**config.mk**
```make
export PLATFORM = sky130hd
export DESIGN_NAME = kedp_ram
export DESIGN_NICKNAME = d
export VERILOG_FILES = /design/src/hw/rtl/key_edge_repeat_double_press_unit_assert.svh /design/src/hw/rtl/kedp_ram.sv
export SDC_FILE = /design/constraint.sdc
export NUM_CORES = 1
export LEC_CHECK = 0
export BUFFER_PORTS_ARGS = -buffer_cell sky130_fd_sc_hd__buf_2
export CAP_MARGIN = 20
export CORE_ASPECT_RATIO = 0.5
export CORE_MARGIN = 1.5
export CORE_UTILIZATION = 55
export CTS_CLUSTER_DIAMETER = 30
export DETAILED_ROUTE_END_ITERATION = 16
export GPL_TIMING_DRIVEN = 0
export PLACE_DENSITY = 0.73
export SYNTH_ARGS = -nofsm -noshare
export SYNTH_HDL_FRONTEND = slang
export SYNTH_SLANG_ARGS = --single-unit
```
**constraint.sdc**
```tcl
create_clock -name clk_i -period 2.6 [get_ports clk_i]
set_input_delay 0.26 -clock clk_i [delete_from_list [all_inputs] [get_ports clk_i]]
set_output_delay 0.26 -clock clk_i [all_outputs]
set_load 0.05 [all_outputs]
```
**src/hw/rtl/key_edge_repeat_double_press_unit_assert.svh**
```systemverilog
// Assertion macros used by the RTL file of the key edge, repeat and double-press unit.
`ifndef KEY_EDGE_REPEAT_DOUBLE_PRESS_UNIT_ASSERT_SVH
`define KEY_EDGE_REPEAT_DOUBLE_PRESS_UNIT_ASSERT_SVH

`ifndef ASSERT_OFF
`define KEDP_ASSERT(lbl, clk, rstn, prop, msg) \
  lbl: assert property (@(posedge clk) disable iff (!rstn) (prop)) else $error(msg);
`define KEDP_ASSERT_NEVER(lbl, clk, rstn, cond, msg) \
  lbl: assert property (@(posedge clk) disable iff (!rstn) !(cond)) else $error(msg);
`else
`define KEDP_ASSERT(lbl, clk, rstn, prop, msg)
`define KEDP_ASSERT_NEVER(lbl, clk, rstn, cond, msg)
`endif

`endif

```
**src/hw/rtl/kedp_ram.sv**
```systemverilog
`default_nettype none

module kedp_ram #(
  parameter int unsigned WIDTH = 8,
  parameter int unsigned DEPTH = 16,
  localparam int unsigned AW = (DEPTH > 1) ? $clog2(DEPTH) : 1
) (
  input  wire logic             clk_i,
  input  wire logic             we_i,
  input  wire logic [AW-1:0]    waddr_i,
  input  wire logic [WIDTH-1:0] wdata_i,
  input  wire logic             re_i,
  input  wire logic [AW-1:0]    raddr_i,
  output logic      [WIDTH-1:0] rdata_o
);

  logic [WIDTH-1:0] mem_q [DEPTH];

  always_ff @(posedge clk_i) begin
    if (we_i) begin
      mem_q[waddr_i] <= wdata_i;
    end
  end

  always_ff @(posedge clk_i) begin
    if (re_i) begin
      rdata_o <= mem_q[raddr_i];
    end
  end

endmodule

`default_nettype wire
```
# Word level (Yosys, flattened, before mapping)
# Memories as Yosys holds them, arrays and structs flattened. A register that Yosys moved wholly into a read port is not among the register bits.
# Index checks and enable logic that the tools add are counted.
[op_classes]
n_mux = 2
[op_table]
columns = ["operator", "count"]
rows = [
  ["two-way mux 1 bit", 2],
]
[word_totals]
regBits = 0
ram_bits = 128
in_bits = 19
elab_cells = 3
mem_count = 1
[mem_list]
columns = ["memory", "words", "word_bits", "read_ports", "rd_ports_with_merged_regs", "write_ports", "line", "text"]
rows = [
  ["mem_q", 16, 8, 1, 1, 1, "kedp_ram.sv:17", "logic [WIDTH-1:0] mem_q [DEPTH];"],
]

# Longest topological paths before layout
[logic_depth]
word_depth = 2
ltp_mapped = 5
ltp_nobuf = 3

# Least setup slack after synthesis
# OpenSTA, ideal clock, no wires.
[synth_timing]
kind = "input to register"
startpoint = "in waddr_i[2]"
endpoint = "mem mem_q[0][0], enable pin"
setup_time_ns = 0.383
arrival_ns = 1.370
required_ns = 2.217
setup_slack_ns = 0.847
cell_stages = 2
n_path_buf = 0
path_cell_list = "or3b_2 > nor3_1"
[synth_lines]
columns = ["element", "line", "text"]
rows = [
  ["from (decl)", "kedp_ram.sv:10", "input wire logic [AW-1:0] waddr_i,"],
  ["to (decl)", "kedp_ram.sv:17", ""],
]
# No word-level cell before the write port.

==> results.cfg <==
[yosys]
yosysUniqueCellTypes = 18
ys.flop_type = edfxtp_1
synth_area_sq_um = 5230
async_reset_ff_share_pct = 0
muxShareOfSynthArea_pct = 14.8
synth-seq-area-share_pct = 78.1
yosys.area.top_type = edfxtp_1
synth_top_family_by_area = multiplexers
synth_cells = 229
synth_adder_area_share_pct = 0
synthTopCellsByArea = edfxtp_1 78%, mux4_2 7.8%, mux4_1 7.0%, a22oi_1 2.3%, nor2_1 0.93%
synth_seq_cells = 136
synth_simple_gate_area_share_pct = 3.14
yosysTopAreaCellShare_pct = 78.1
synth_area_per_cell_sq_um = 22.8
synth-edff-count = 136
synth_xor_area_share_pct = 0
synthesis.nets = 248
ys_warn_count = 0
synth_compound_area_share_pct = 2.30

[grt]
grt_pass1_vias = 2702
overflow = 0
grt_first_pass_wirelength_um = 15700
antenna_found_initial = 0
grt_max_degree = 17
grtUsageTotal_pct = 23.0

[placement]
globalplace.congestion = 0.848
port-buffer-count = 25
place_hpwl_um = 6510
placed_cell_area_sq_um = 5530

[critical_path]
start_kind = register
crit_fanout = 1
critical_path_required_ps = 2740
worstPathArrival_ps = 1890
critPathCaptureType = register
worstSetupPathType = reg -> reg

[detailed_routing]
ant_nets = 0
drtPass1Iterations = 5
wl_met2_um = 5150
dr_total_vias = 2589
first_iter_violations = 204
wl_met3_um = 976
routed.top_layer = met4
wl_per_cell_um = 25.9
drt-total-wl_um = 10500
drt_drc_violations_left = 0
drt-met1-wl_um = 4190
viasPerCell = 6.38

[cts]
post_cts_buffers = 0
cts_hold_buffers = 0
cts_tree = built
htreeDepth = 4
cts_resized = 0
cts_sinks = 136
clock-root-buffer = clkbuf_16
clockBufferDepth = 2
insertion_delay_ps = 410
clkTransAtPathRegs_ps = 50
cts_made_buffers = 17

[floorplan]
io_pins = 27
initial_core_util_pct = 58.4
core_sq_um = 8950
fp.dieW_um = 141
dieArea_sq_um = 10100
rows = 24
die_h_um = 71.9

[finish]
drive_above_1_share_pct = 29.1
diodes = 0
design_area_sq_um = 6090
syn_to_final_growth_pct = 16.6
num-nets-final = 296

[power]
p_per_area_nw_per_um2 = 834
peakVddDrop_uv = 533
p_switching_mw = 1.04
swShare_pct = 20.4
power_mw = 5.08
p_int_mw = 4.05
p_comb_share_pct = 5.4
power.share.clock_pct = 45.7
p_leak_nw = 2.05
power_frac_seq_pct = 48.8

[sta]
final.setup.tns_ps = 0
max_freq_mhz = 571
final.setup_skew_ps = 6.85
post-route-period-util_pct = 67.3
rsz0062_at_grt = no
final-setup-viol-count = 0
worst_pin_slew_ps = 900
slew_viol_final = 0
slew_headroom_pct = 39.6
worst_hold_slack_ps = 189
period_minus_slack_ps = 1750
hold_viol = 0

[run]
cap_violations = 0

[min_path]
hold_class = in -> reg

[run_status]
status = completed
==> stage by stage <==
step           worst slack [ps]  instances  util [%]
6_report                    849        406      68.1
5_1_grt                     838        406      68.1
4_1_cts                     884        406      68.1
3_5_place_dp                557        375      61.8
3_3_place_gp                337        371      61.5
2_1_floorplan               847        229         -
==> final timing paths <==
kind | startpoint | end | slack, ps | depth (start not counted)
worst max register to register | mem_q[0][3]$_DFFE_PP_ | rdata_o[3]$_DFFE_PP_ | 850 | 3
worst max-delay path | mem_q[0][3]$_DFFE_PP_ | rdata_o[3]$_DFFE_PP_ | 850 | 3
worst min-delay path | re_i | rdata_o[7]$_DFFE_PP_ | 190 | 1
worst min register to register | mem_q[15][4]$_DFFE_PP_ | rdata_o[4]$_DFFE_PP_ | 780 | 3
==> flip-flops by register name (all words and copies together) (netlist names) <==
signal,count
rdata_o,8
mem_q,128
==> synth_stat cells (all sizes together), types with 2 or more instances <==
| library cell | number |
|---|---|
| edfxtp | 136 |
| nor2 | 13 |
| clkdlybuf4s25 | 3 |
| mux4 | 32 |
| nor3 | 4 |
| nand2 | 9 |
| a22oi | 16 |
| nand3b | 2 |
| buf | 7 |
| nand2b | 2 |
==> routing by layer <==
metal / up-vias / GRT usage, %
met5: - / 0
met4: 0 / 10.3
met3: 19 / 7.72
met2: 138 / 36.9
met1: 1352 / 29.4
li1: 1080 / -
==> worst max-delay path, cell delays in order, from the launching register on <==
cell and delay [ps]:
edfxtp_1 370, mux4_1 560, a22oi_1 410, nand2_1 140
==> cells in the final DEF (no fill, tap or decap), drive strengths merged <==
master         instances
a22oi                 16
and2                   1
and2b                  1
buf                   36
bufinv                 3
clkbuf                19
clkdlybuf4s25          3
clkinv                 8
clkinvlp               1
edfxtp               136
mux4                  32
nand2                  9
nand2b                 2
nand3                  1
nand3b                 2
nor2                  13
nor2b                  1
nor3                   4
or3b                   1
==> final cells by class <==
class                   instances  area, sq um
fillers                       528         2860
plain buffers                  10         86.3
multi-input cells              83         1060
clock inverters                12          134
flip-flops and latches        136         4080
repair buffers                 29          153
well taps                     117          146
clock buffers                  19          433
==> power by group through the flow <==
| stage | logic, mW | registers, mW | clock network, mW |
|---|---|---|---|
| finish | 0.275 | 2.48 | 2.33 |
| global route | 0.291 | 2.49 | 2.42 |
| CTS | 0.275 | 2.48 | 2.33 |
| detailed placement | 0.270 | 2.53 | 0 |
| global placement | 0.259 | 2.52 | 0 |
| floorplan | 0.125 | 2.56 | 0 |
==> kinds of logic (layout without fill, tap and decap cells) <==
group           count (synthesis)  after routing
flops                         136            136
simple gates                   35             35
mux                            32             32
compound gates                 16             16
buf+inv                        10             70
Power figures use the tool's default switching activity.
